$ cat config.mk
export PLATFORM = sky130hd
export DESIGN_NAME = base64_stream_codec_top_flat
export DESIGN_NICKNAME = d
export VERILOG_FILES = /design/src/sv/b64sc_pkg.sv /design/src/sv/b64sc_if.sv /design/src/sv/base64_stream_codec_top.sv /design/src/sv/b64sc_front.sv /design/src/sv/b64sc_queue.sv /design/src/sv/b64sc_back.sv /design/src/flat_wrapper.sv
export SDC_FILE = /design/constraint.sdc
export NUM_CORES = 1
export LEC_CHECK = 0
export BUFFER_PORTS_ARGS = -buffer_cell sky130_fd_sc_hd__buf_2
export CAP_MARGIN = 20
export CORE_MARGIN = 3
export CORE_UTILIZATION = 40
export CTS_CLUSTER_DIAMETER = 150
export CTS_CLUSTER_SIZE = 28
export DETAILED_ROUTE_END_ITERATION = 16
export GPL_ROUTABILITY_DRIVEN = 0
export PLACE_DENSITY = 0.61
export SYNTH_ARGS = -nofsm -noshare
export SYNTH_HDL_FRONTEND = slang
export SYNTH_SLANG_ARGS = --single-unit
$ cat constraint.sdc
create_clock -name clk -period 5.8 [get_ports clk]
set_input_delay 0.58 -clock clk [delete_from_list [all_inputs] [get_ports clk]]
set_output_delay 0.58 -clock clk [all_outputs]
set_load 0.005 [all_outputs]
$ cat src/sv/b64sc_pkg.sv
// ----------------------------------------------------------------------------
// b64sc_pkg
// Shared constants, job type and alphabet functions of the base64 codec.
// ----------------------------------------------------------------------------
package b64sc_pkg;

  localparam int B64SC_QUEUE_DEPTH = 2;
  localparam int MAX_RESULTS       = 4;

  localparam logic [7:0] PAD_CHAR  = 8'h3D;
  localparam logic [7:0] CH_UPPER_A = 8'h41;
  localparam logic [7:0] CH_UPPER_Z = 8'h5A;
  localparam logic [7:0] CH_LOWER_A = 8'h61;
  localparam logic [7:0] CH_LOWER_Z = 8'h7A;
  localparam logic [7:0] CH_DIGIT_0 = 8'h30;
  localparam logic [7:0] CH_DIGIT_9 = 8'h39;
  localparam logic [7:0] CH_PLUS    = 8'h2B;
  localparam logic [7:0] CH_SLASH   = 8'h2F;

  // results of one input item, emitted one per cycle by the back end while out_ch is ready
  typedef struct packed {
    logic [MAX_RESULTS-1:0][7:0] chars;
    logic [2:0]                  n;
    logic                        dv;
    logic                        eom;
  } job_t;

  function automatic logic [7:0] b64_char(input logic [5:0] v);
    logic [7:0] c;
    if (v < 6'd26) begin
      c = CH_UPPER_A + {2'b00, v};
    end else if (v < 6'd52) begin
      c = CH_LOWER_A + {2'b00, v} - 8'd26;
    end else if (v < 6'd62) begin
      c = CH_DIGIT_0 + {2'b00, v} - 8'd52;
    end else if (v == 6'd62) begin
      c = CH_PLUS;
    end else begin
      c = CH_SLASH;
    end
    return c;
  endfunction

  // {in alphabet, six-bit value}
  function automatic logic [6:0] b64_sextet(input logic [7:0] ch);
    logic [7:0] d;
    logic [6:0] r;
    d = 8'd0;
    r = 7'd0;
    if (ch >= CH_UPPER_A && ch <= CH_UPPER_Z) begin
      d = ch - CH_UPPER_A;
      r = {1'b1, d[5:0]};
    end else if (ch >= CH_LOWER_A && ch <= CH_LOWER_Z) begin
      d = ch - CH_LOWER_A + 8'd26;
      r = {1'b1, d[5:0]};
    end else if (ch >= CH_DIGIT_0 && ch <= CH_DIGIT_9) begin
      d = ch - CH_DIGIT_0 + 8'd52;
      r = {1'b1, d[5:0]};
    end else if (ch == CH_PLUS) begin
      r = {1'b1, 6'd62};
    end else if (ch == CH_SLASH) begin
      r = {1'b1, 6'd63};
    end
    return r;
  endfunction

endpackage

$ cat src/sv/b64sc_if.sv
// ----------------------------------------------------------------------------
// b64sc_if
// Valid/ready channels of the base64 codec: input items and result items.
// ----------------------------------------------------------------------------
interface b64sc_in_if;
  logic       valid;
  logic       ready;
  logic [7:0] in_byte;
  logic       last;

  modport source (output valid, output in_byte, output last, input ready);
  modport sink   (input valid, input in_byte, input last, output ready);
endinterface

interface b64sc_out_if;
  logic       valid;
  logic       ready;
  logic [7:0] out_byte;
  logic       data_valid;
  logic       end_of_message;

  modport source (output valid, output out_byte, output data_valid,
                  output end_of_message, input ready);
  modport sink   (input valid, input out_byte, input data_valid,
                  input end_of_message, output ready);
endinterface

$ cat src/sv/base64_stream_codec_top.sv
// ----------------------------------------------------------------------------
// base64_stream_codec_top
// Streaming base64 encoder and decoder with a decoupled front and back end.
//
//   channel   direction  handshake    payload
//   in_ch     in         valid/ready  in_byte[7:0], last
//   out_ch    out        valid/ready  out_byte[7:0], data_valid, end_of_message
//   cfg       in         cfg_wr_en    cfg_wr_data[0] = decode_mode
//
// one input item per cycle enters while the job queue has room
// the back end emits one result item per cycle while out_ch is ready: an encoded byte gives 1 or 2
// result items (up to 4 on the last byte), a decoded character 1 item or none
// the front end takes new bytes while the back end still emits results of earlier ones
// synchronous reset clears control state but not the queue memory; a cfg write clears message state
// stalls on out_ch fill the queue and then hold in_ch.ready low
// ----------------------------------------------------------------------------
module base64_stream_codec_top
  import b64sc_pkg::*;
#(
  parameter int QUEUE_DEPTH = B64SC_QUEUE_DEPTH
) (
  input  logic        clk,
  input  logic        rst_n,
  b64sc_in_if.sink    in_ch,
  b64sc_out_if.source out_ch,
  input  logic        cfg_wr_en,
  input  logic [0:0]  cfg_wr_data
);

  logic push, pop, full, q_valid;
  job_t wr_job, head;

  b64sc_front u_front (
    .clk         (clk),
    .rst_n       (rst_n),
    .in_ch       (in_ch),
    .cfg_wr_en   (cfg_wr_en),
    .cfg_wr_data (cfg_wr_data),
    .q_full      (full),
    .push        (push),
    .job         (wr_job)
  );

  b64sc_queue #(
    .DEPTH (QUEUE_DEPTH)
  ) u_queue (
    .clk     (clk),
    .rst_n   (rst_n),
    .push    (push),
    .wr_job  (wr_job),
    .pop     (pop),
    .full    (full),
    .q_valid (q_valid),
    .head    (head)
  );

  b64sc_back u_back (
    .clk     (clk),
    .rst_n   (rst_n),
    .q_valid (q_valid),
    .head    (head),
    .pop     (pop),
    .out_ch  (out_ch)
  );

endmodule

$ cat src/sv/b64sc_front.sv
// ----------------------------------------------------------------------------
// b64sc_front
// Accepts input items, updates residue state and builds at most one job per item.
// ----------------------------------------------------------------------------
module b64sc_front
  import b64sc_pkg::*;
(
  input  logic        clk,
  input  logic        rst_n,
  b64sc_in_if.sink    in_ch,
  input  logic        cfg_wr_en,
  input  logic [0:0]  cfg_wr_data,
  input  logic        q_full,
  output logic        push,
  output job_t        job
);

  logic       mode_r;
  logic [5:0] rb_r, rb_nxt;
  logic [2:0] rc_r, rc_nxt;
  logic       halted_r, halted_nxt;
  logic [1:0] cm_r, cm_nxt;

  logic       acc_in;
  logic [7:0] b;
  logic       lst;

  logic [5:0] s0, s1, fv;
  logic [1:0] nd;
  logic       fl;
  logic [2:0] ndata, total, tsum;
  logic [1:0] cm_a, pads;
  logic [6:0] sx;
  logic       got;
  logic [7:0] dbyte;

  assign in_ch.ready = !q_full;
  assign acc_in      = in_ch.valid && in_ch.ready;
  assign b           = in_ch.in_byte;
  assign lst         = in_ch.last;

  always_comb begin
    rb_nxt     = rb_r;
    rc_nxt     = rc_r;
    halted_nxt = halted_r;
    cm_nxt     = cm_r;
    s0 = 6'd0; s1 = 6'd0; fv = 6'd0; nd = 2'd1; fl = 1'b0;
    ndata = 3'd0; total = 3'd0; tsum = 3'd0; cm_a = 2'd0; pads = 2'd0;
    sx = b64_sextet(b);
    got = 1'b0;
    dbyte = 8'd0;
    job = '0;
    push = 1'b0;
    if (!mode_r) begin
      case (rc_r)
        3'd2: begin
          s0 = {rb_r[1:0], b[7:4]}; nd = 2'd1;
          rb_nxt = {2'b00, b[3:0]}; rc_nxt = 3'd4;
        end
        3'd4: begin
          s0 = {rb_r[3:0], b[7:6]}; s1 = b[5:0]; nd = 2'd2;
          rb_nxt = 6'd0; rc_nxt = 3'd0;
        end
        default: begin
          s0 = b[7:2]; nd = 2'd1;
          rb_nxt = {4'b0000, b[1:0]}; rc_nxt = 3'd2;
        end
      endcase
      fl    = lst && (rc_nxt != 3'd0);
      fv    = (rc_nxt == 3'd4) ? {rb_nxt[3:0], 2'b00} : {rb_nxt[1:0], 4'b0000};
      ndata = {1'b0, nd} + {2'b00, fl};
      cm_a  = cm_r + ndata[1:0];
      pads  = lst ? (2'd0 - cm_a) : 2'd0;
      tsum  = ndata + {1'b0, pads};
      total = (tsum > 3'd4) ? 3'd4 : tsum;
      cm_nxt = cm_r + total[1:0];
      for (int k = 0; k < MAX_RESULTS; k++) begin
        if (k < int'(nd)) begin
          job.chars[k] = b64_char((k == 0) ? s0 : s1);
        end else if (k == int'(nd) && fl) begin
          job.chars[k] = b64_char(fv);
        end else begin
          job.chars[k] = PAD_CHAR;
        end
      end
      job.n   = total;
      job.dv  = 1'b1;
      job.eom = lst;
      push    = acc_in;
    end else begin
      if (!halted_r) begin
        if (!sx[6]) begin
          halted_nxt = 1'b1;
        end else begin
          case (rc_r)
            3'd6: begin
              got = 1'b1; dbyte = {rb_r, sx[5:4]};
              rb_nxt = {2'b00, sx[3:0]}; rc_nxt = 3'd4;
            end
            3'd4: begin
              got = 1'b1; dbyte = {rb_r[3:0], sx[5:2]};
              rb_nxt = {4'b0000, sx[1:0]}; rc_nxt = 3'd2;
            end
            3'd2: begin
              got = 1'b1; dbyte = {rb_r[1:0], sx[5:0]};
              rb_nxt = 6'd0; rc_nxt = 3'd0;
            end
            default: begin
              rb_nxt = sx[5:0]; rc_nxt = 3'd6;
            end
          endcase
        end
      end
      job.chars[0] = dbyte;
      job.n        = 3'd1;
      job.dv       = got;
      job.eom      = lst;
      push         = acc_in && (lst || got);
    end
  end

  always_ff @(posedge clk) begin
    if (!rst_n) begin
      mode_r   <= 1'b0;
      rb_r     <= 6'd0;
      rc_r     <= 3'd0;
      halted_r <= 1'b0;
      cm_r     <= 2'd0;
    end else if (cfg_wr_en) begin
      mode_r   <= cfg_wr_data[0];
      rb_r     <= 6'd0;
      rc_r     <= 3'd0;
      halted_r <= 1'b0;
      cm_r     <= 2'd0;
    end else if (acc_in) begin
      if (lst) begin
        rb_r     <= 6'd0;
        rc_r     <= 3'd0;
        halted_r <= 1'b0;
        cm_r     <= 2'd0;
      end else begin
        rb_r     <= rb_nxt;
        rc_r     <= rc_nxt;
        halted_r <= halted_nxt;
        cm_r     <= cm_nxt;
      end
    end
  end

  a_last_clears: assert property (@(posedge clk) disable iff (!rst_n)
    (acc_in && lst) |=> (rc_r == 3'd0 && cm_r == 2'd0 && !halted_r))
    else $error("message state not cleared after last item");

  a_enc_job_count: assert property (@(posedge clk) disable iff (!rst_n)
    (push && !mode_r) |-> (job.n != 3'd0))
    else $error("encode job without results");

endmodule

$ cat src/sv/b64sc_queue.sv
// ----------------------------------------------------------------------------
// b64sc_queue
// Short job queue between the front and back ends.
// ----------------------------------------------------------------------------
module b64sc_queue
  import b64sc_pkg::*;
#(
  parameter int DEPTH = B64SC_QUEUE_DEPTH
) (
  input  logic clk,
  input  logic rst_n,
  input  logic push,
  input  job_t wr_job,
  input  logic pop,
  output logic full,
  output logic q_valid,
  output job_t head
);

  localparam int PTR_W = (DEPTH > 1) ? $clog2(DEPTH) : 1;
  localparam int CNT_W = $clog2(DEPTH + 1);

  job_t             mem_r [DEPTH];
  logic [PTR_W-1:0] wr_ptr_r, rd_ptr_r;
  logic [CNT_W-1:0] cnt_r;

  function automatic logic [PTR_W-1:0] bump(input logic [PTR_W-1:0] p);
    return (p == PTR_W'(DEPTH - 1)) ? '0 : p + 1'b1;
  endfunction

  assign full    = (cnt_r == CNT_W'(DEPTH));
  assign q_valid = (cnt_r != '0);
  assign head    = mem_r[rd_ptr_r];

  always_ff @(posedge clk) begin
    if (push) begin
      mem_r[wr_ptr_r] <= wr_job;
    end
  end

  always_ff @(posedge clk) begin
    if (!rst_n) begin
      wr_ptr_r <= '0;
      rd_ptr_r <= '0;
      cnt_r    <= '0;
    end else begin
      if (push) wr_ptr_r <= bump(wr_ptr_r);
      if (pop)  rd_ptr_r <= bump(rd_ptr_r);
      if (push && !pop) begin
        cnt_r <= cnt_r + 1'b1;
      end else if (pop && !push) begin
        cnt_r <= cnt_r - 1'b1;
      end
    end
  end

  a_no_overflow: assert property (@(posedge clk) disable iff (!rst_n)
    full |-> !push)
    else $error("push into full queue");

  a_no_underflow: assert property (@(posedge clk) disable iff (!rst_n)
    !q_valid |-> !pop)
    else $error("pop from empty queue");

endmodule

$ cat src/sv/b64sc_back.sv
// ----------------------------------------------------------------------------
// b64sc_back
// Walks the head job and emits its result items, one per cycle while out_ch is ready.
// ----------------------------------------------------------------------------
module b64sc_back
  import b64sc_pkg::*;
(
  input  logic        clk,
  input  logic        rst_n,
  input  logic        q_valid,
  input  job_t        head,
  output logic        pop,
  b64sc_out_if.source out_ch
);

  logic [1:0] idx_r;
  logic       last_slot;
  logic       fire;

  assign last_slot = ({1'b0, idx_r} == (head.n - 3'd1));
  assign fire      = out_ch.valid && out_ch.ready;
  assign pop       = fire && last_slot;

  assign out_ch.valid          = q_valid;
  assign out_ch.out_byte       = head.chars[idx_r];
  assign out_ch.data_valid     = head.dv;
  assign out_ch.end_of_message = head.eom && last_slot;

  always_ff @(posedge clk) begin
    if (!rst_n) begin
      idx_r <= 2'd0;
    end else if (fire) begin
      idx_r <= last_slot ? 2'd0 : idx_r + 2'd1;
    end
  end

  a_idx_in_job: assert property (@(posedge clk) disable iff (!rst_n)
    q_valid |-> ({1'b0, idx_r} < head.n))
    else $error("slot index beyond job length");

  a_bare_marker_eom: assert property (@(posedge clk) disable iff (!rst_n)
    (out_ch.valid && !out_ch.data_valid) |-> out_ch.end_of_message)
    else $error("bare result item without end of message");

endmodule
$ cat src/flat_wrapper.sv
// flat-port wrapper written by rule: the top's interface ports become plain ports
module base64_stream_codec_top_flat import b64sc_pkg::*;
#(
  parameter int QUEUE_DEPTH = B64SC_QUEUE_DEPTH
)
  (clk, rst_n, cfg_wr_en, cfg_wr_data, in_ch_valid, in_ch_in_byte, in_ch_last, in_ch_ready, out_ch_valid, out_ch_out_byte, out_ch_data_valid, out_ch_end_of_message, out_ch_ready);
  b64sc_in_if in_ch_i ();
  b64sc_out_if out_ch_i ();
  input  logic clk;
  input  logic rst_n;
  input  logic cfg_wr_en;
  input  logic [0:0] cfg_wr_data;
  input wire logic [$bits(in_ch_i.valid)-1:0] in_ch_valid;
  input wire logic [$bits(in_ch_i.in_byte)-1:0] in_ch_in_byte;
  input wire logic [$bits(in_ch_i.last)-1:0] in_ch_last;
  output wire logic [$bits(in_ch_i.ready)-1:0] in_ch_ready;
  output wire logic [$bits(out_ch_i.valid)-1:0] out_ch_valid;
  output wire logic [$bits(out_ch_i.out_byte)-1:0] out_ch_out_byte;
  output wire logic [$bits(out_ch_i.data_valid)-1:0] out_ch_data_valid;
  output wire logic [$bits(out_ch_i.end_of_message)-1:0] out_ch_end_of_message;
  input wire logic [$bits(out_ch_i.ready)-1:0] out_ch_ready;
  assign in_ch_i.valid = in_ch_valid;
  assign in_ch_i.in_byte = in_ch_in_byte;
  assign in_ch_i.last = in_ch_last;
  assign in_ch_ready = in_ch_i.ready;
  assign out_ch_valid = out_ch_i.valid;
  assign out_ch_out_byte = out_ch_i.out_byte;
  assign out_ch_data_valid = out_ch_i.data_valid;
  assign out_ch_end_of_message = out_ch_i.end_of_message;
  assign out_ch_i.ready = out_ch_ready;
  base64_stream_codec_top #(.QUEUE_DEPTH(QUEUE_DEPTH)) u_core (.clk(clk), .rst_n(rst_n), .in_ch(in_ch_i), .out_ch(out_ch_i), .cfg_wr_en(cfg_wr_en), .cfg_wr_data(cfg_wr_data));
endmodule
# Word-level counts from Yosys, hierarchy flattened
# Memory sizes are Yosys's and may differ from the RTL's. A register that Yosys moved wholly into a read port is not among the register bits.
# Cells that the tools add are included.
# totals
reg_bits	19
in_bits	15
output_inout_bits	12
memories	1
elab_cells	182
mem_bits_rw	74
# memory_table
name	depth	word_bits	read_ports	rd_ports_with_merged_regs	wr	line	text
u_core.u_queue.mem_r	2	37	1	1	1	b64sc_queue.sv:23	job_t mem_r [DEPTH];
# classes
add_sub_neg	31
bitwise	1
mux	74
n_lt_le_gt_ge	20
n_reduce_logical	29
n_eq_ne	17
# ops
cell	n
2-to-1 mux 8 bit	19
2-to-1 mux 6 bit	9
adder 7 x 6 -> 8 bit, first input constant	6
< comparator 6 bit, second input constant	6
2-to-1 mux 7 bit	5
2-to-1 mux 3 bit	9
2-to-1 mux 24 bit	1
one-hot mux 8 bit (3 select lines)	1
subtractor 7 x 6 -> 8 bit, second input constant	3
subtractor 8 x 5 -> 8 bit, second input constant	3
adder 6 x 6 -> 7 bit, first input constant	3
equality test 6 bit, second input constant	3
< comparator 6 x 5 -> 1 bit, second input constant	3
one-hot mux 6 bit (3 select lines)	1
binary-select mux 8 bit (select 2 bit)	1
equality test 8 x 6 -> 1 bit, second input constant	2
>= comparator 8 x 7 -> 1 bit, second input constant	2
<= comparator 8 x 7 -> 1 bit, second input constant	2
2-to-1 mux 2 bit	8
logical AND 1 bit	15
2-to-1 mux 1 bit	15
2-to-1 mux 13 bit	1
one-hot mux 6 bit (2 select lines)	1
subtractor 6 bit, second input constant	2
39 further kinds	51

# Logic depth before layout (Yosys ltp)
# depth
depth_word	16
depth_mapped	18
mapped_depth_nobuf	18

# Hierarchy
# Synthesis repeated with hierarchy kept, for this count alone.
# hier_totals
hier_cells	584
area_unflattened_um2	6200.9
# modules_own_cells
module	cells_per_inst	n_inst	seq_area_each_um2	area_each_um2
b64sc_queue	137	1	2322.2	2899.0
b64sc_front	415	1	240.2	2879.0
b64sc_back	32	1	40.0	422.9

# Worst setup path after synthesis
# OpenSTA, ideal clock, no wires.
# synth_path
path_kind	input to register
startpoint	input in_ch_in_byte[2]
endpoint	memory u_core.u_queue.mem_r[0][0] (netlist bit) (enable)
t_arrival_ns	4.317
required_ns	5.343
n_path_buf	1
setup_time_ns	0.457
setup_slack_ns	1.026
stages	8
path_cell_list	buf_1 inv_1 ha_1 a21oi_2 a311o_1 and3_4 o31ai_2 nor3_1
# synth_via
elab_chain_len	14
word_cells_on_any_way	24
classes_between	order compare: 6; eq/ne: 2; mux: 11; reduce/logical: 5
# synth_rtl
item	line	text
start, declared	flat_wrapper.sv:14	input wire logic [$bits(in_ch_i.in_byte)-1:0] in_ch_in_byte;
parallel branches: the longest is 5 deep, another holds >= comparator 8 x 6 -> 1 bit	-	
2-to-1 mux 7 bit *	b64sc_pkg.sv:50	if (ch >= CH_UPPER_A && ch <= CH_UPPER_Z) begin
2-to-1 mux 1 bit *	b64sc_front.sv:92	if (!sx[6]) begin
2-to-1 mux 1 bit *	b64sc_front.sv:91	if (!halted_r) begin
2-to-1 mux 1 bit *	b64sc_front.sv:54	if (!mode_r) begin
logical OR 1 bit *	b64sc_front.sv:118	push = acc_in && (lst || got);
logical AND 1 bit *	b64sc_front.sv:118	
2-to-1 mux 1 bit *	b64sc_front.sv:54	
2-to-1 mux 1 bit *	b64sc_queue.sv:36	if (push) begin
2-to-1 mux 1 bit (implied by the code) *	b64sc_queue.sv:37	mem_r[wr_ptr_r] <= wr_job;
end, declared	b64sc_queue.sv:23	
# Every way passes the cells marked *. The select of a mux whose other input is x is not followed.

==> results.ini <==
[timing]
worst_pin_slew_ps=871
tns_ps=0
min_period_over_period_pct=70.7
max_freq_mhz=244
finalSetupViolCount=0
fin_ws_ps=1700
hold_viol_final=0
hold_ws_ps=490
skew_ps=7.07
final_max_slew_viol_count=0
slew-limit-headroom_pct=41.9
fin_crit_ps=4100
rsz0062_at_grt=false

[cts]
cts_setup_buffers=0
clkTransAtPathRegs_ps=60
cts_num_sinks=79
clockBufferDepth=2
cts_resized=0
clock_latency_ps=330
cts_max_level=3
cts_made_buffers=9
cts_root_buffer=clkbuf_16
holdBufCountCts=0
cts_tree=built

[critical_path]
setup.worst_path.end_class=flop
start_kind=flop
worst-setup-path-type=flop to flop
crit_chain=inv_1 > ha_1 > nor2_1 > a21oi_1 > inv_1 > ha_1 > o21ba_2 > a21boi_0 > nand2_1 > o31ai_1 > o211ai_1
worstPathMaxFanout=20
required_ps=5830
critPathSlowestCell=ha_1
cp.arrival_ps=4130
slowest_delay_ps=700

[final_layout]
area_growth_pct=10.2
fin_nets=617
diodes=0
drive_gt1_share_pct=12.9
final_util_pct=45.2

[routing]
finalWirelength_mm=13.6
routed_via_density=5.92
ant_nets=0
drt_iter0_drc=436
firstDrtPassIters=5
drt_drc_violations_left=0
vias=4430
wl_per_cell_um=18.2

[synthesis]
yosysTopAreaCellShare_pct=33.1
ys_async_sr_fraction_pct=0
ys_types=75
synthTopCellsByCount=edfxtp_1 (60), inv_1 (42), a21oi_1 (39)
yosysMostFrequentCell=edfxtp_1
synthTopCellsByArea=edfxtp_1 (33%), ha_1 (7.8%), dfxtp_1 (7.0%), a21oi_1 (3.6%), mux4_2 (3.3%)
syn-mean-instance-area_sq_um=9.84
synth_area_leader_cell=edfxtp_1
synth_edf_count=60
syn_inst=554
synth_warnings=0
syn_area_sq_um=5450
synth_nets=604
ys.flop_type=edfxtp_1
synth_seq_area_share_pct=40.0
ys_ff_latch=79

[pwr]
leakagePower_nw=2.15
power_frac_comb_pct=24.7
cellPowerDensity_nw_per_um2=280
p_int_mw=1.18
power_frac_seq_pct=42.8
finalPower_mw=1.68
max-vdd-ir-drop_v=0.000146
p_switching_uw=494
clkPwrFrac_pct=32.5
swShare_pct=29.4

[run_status]
status=complete, no violations

[floorplanning]
initial_core_util_pct=41.0
die_area_sq_um=15100
fp.coreArea_sq_um=13300
die_h_um=123
io_pins=27
num_rows=42
die_w_um=123

[hold_path]
min_path_type=input pin to flop

[global_routing]
grt_start_max_net_pins=32
grt_pass1_wl_mm=22.1
antenna_found_initial=0
grt_pass1_vias=4218
track_usage_pct=18.6
gr-total-overflow=0

[placement]
pre_cts_ws_ps=1760
dp_hpwl_mm=10.2
port_buffers=26

[job]
maxCapViolCount=0

## through the flow
stage / instances / instance area (sq um)
detailed placement: 732 / 5710
global route: 748 / 6000
global placement: 732 / 5710
CTS: 748 / 6000
floorplan: 554 / 5450
finish: 748 / 6000
## kinds of logic (layout without fill, tap and decap cells)
family / Yosys count / after routing / synth area share [%]
XOR/XNOR: 17 / 17 / 2.73
AND/OR/NAND/NOR: 156 / 156 / 14.9
multiplexers: 27 / 27 / 6.86
buffers and inverters: 72 / 90 / 5.26
adder cells (fa/ha/maj): 35 / 35 / 8.17
AO/OA/AOI/OAI: 168 / 168 / 22.1
flip-flops: 79 / 79 / 40.0
## layout by cell type (no fill, tap or decap), drive strengths merged, types with 7 or more instances in the layout
cell | synthesis | routed
inv | 44 | 44
mux4 | 8 | 8
o221ai | 7 | 7
a211oi | 9 | 9
clkbuf | 13 | 10
nand2 | 35 | 35
nand3 | 17 | 17
o21ai | 22 | 22
xnor2 | 13 | 13
nor3 | 13 | 13
o21a | 7 | 7
buf | 15 | 30
dfxtp | 19 | 19
a31oi | 8 | 8
nor2b | 9 | 9
nor2 | 34 | 34
nand4 | 9 | 9
or3 | 9 | 9
mux2i | 16 | 16
nand2b | 7 | 7
o31ai | 7 | 7
ha | 34 | 34
a21oi | 40 | 40
a22oi | 9 | 9
edfxtp | 60 | 60
o22ai | 8 | 8
## power by group through the flow
stage                     logic (mW)  clock network (mW)  registers (mW)
after global placement         0.404                   0           0.728
after CTS                      0.416               0.556           0.719
after floorplan                0.307                   0           0.715
final                          0.415               0.545           0.718
after global routing           0.461               0.580           0.725
after detailed placement       0.413                   0           0.731
## sequential cells by signal, indices dropped and copies added (netlist names), named ones only
register,flops
u_core.u_back.idx_r,2
u_core.u_queue.cnt_r,2
u_core.u_front.mode_r,1
u_core.u_front.cm_r,2
u_core.u_queue.wr_ptr_r,1
u_core.u_queue.mem_r,60
u_core.u_front.halted_r,1
u_core.u_queue.rd_ptr_r,1
u_core.u_front.rb_r,6
u_core.u_front.rc_r,2
## critical path: cells and delay by family (launching register included)
kind / cells / cell delay (ps)
buffers and inverters: 2 / 350
AO/OA/AOI/OAI: 5 / 1660
AND/OR/NAND/NOR: 2 / 370
flip-flops: 1 / 410
adder cells (fa/ha/maj): 2 / 980
## routing by layer
layer / track usage [%] / wire length [um] / vias to the layer above
met4: 4.83 / 201 / 0
met3: 3.50 / 676 / 12
li1: - / - / 2140
met5: 0 / 0 / -
met2: 30.0 / 6400 / 146
met1: 25.6 / 6330 / 2132
## final cells by class
cell class / instances / area [sq um]
Fill cell: 1285 / 7290
Multi-Input combinational cell: 403 / 2990
Tap cell: 176 / 220
Sequential cell: 79 / 2180
Inverter: 44 / 165
Clock inverter: 6 / 61.3
Clock buffer: 10 / 229
Timing Repair Buffer: 30 / 160
## path summary, 6_finish.rpt
path | endpoint | startpoint | slack (ps) | cells after the start
worst min register to register | u_core.u_front.rb_r[4] | u_core.u_front.rb_r[4] | 500 | 2
worst max register to register | u_core.u_queue.mem_r[1][5] | u_core.u_front.rc_r[1] | 1700 | 11
worst min-delay path | u_core.u_queue.wr_ptr_r | rst_n | 490 | 2
worst max-delay path | u_core.u_queue.mem_r[1][5] | u_core.u_front.rc_r[1] | 1700 | 11
Power figures use the tool's default switching activity.
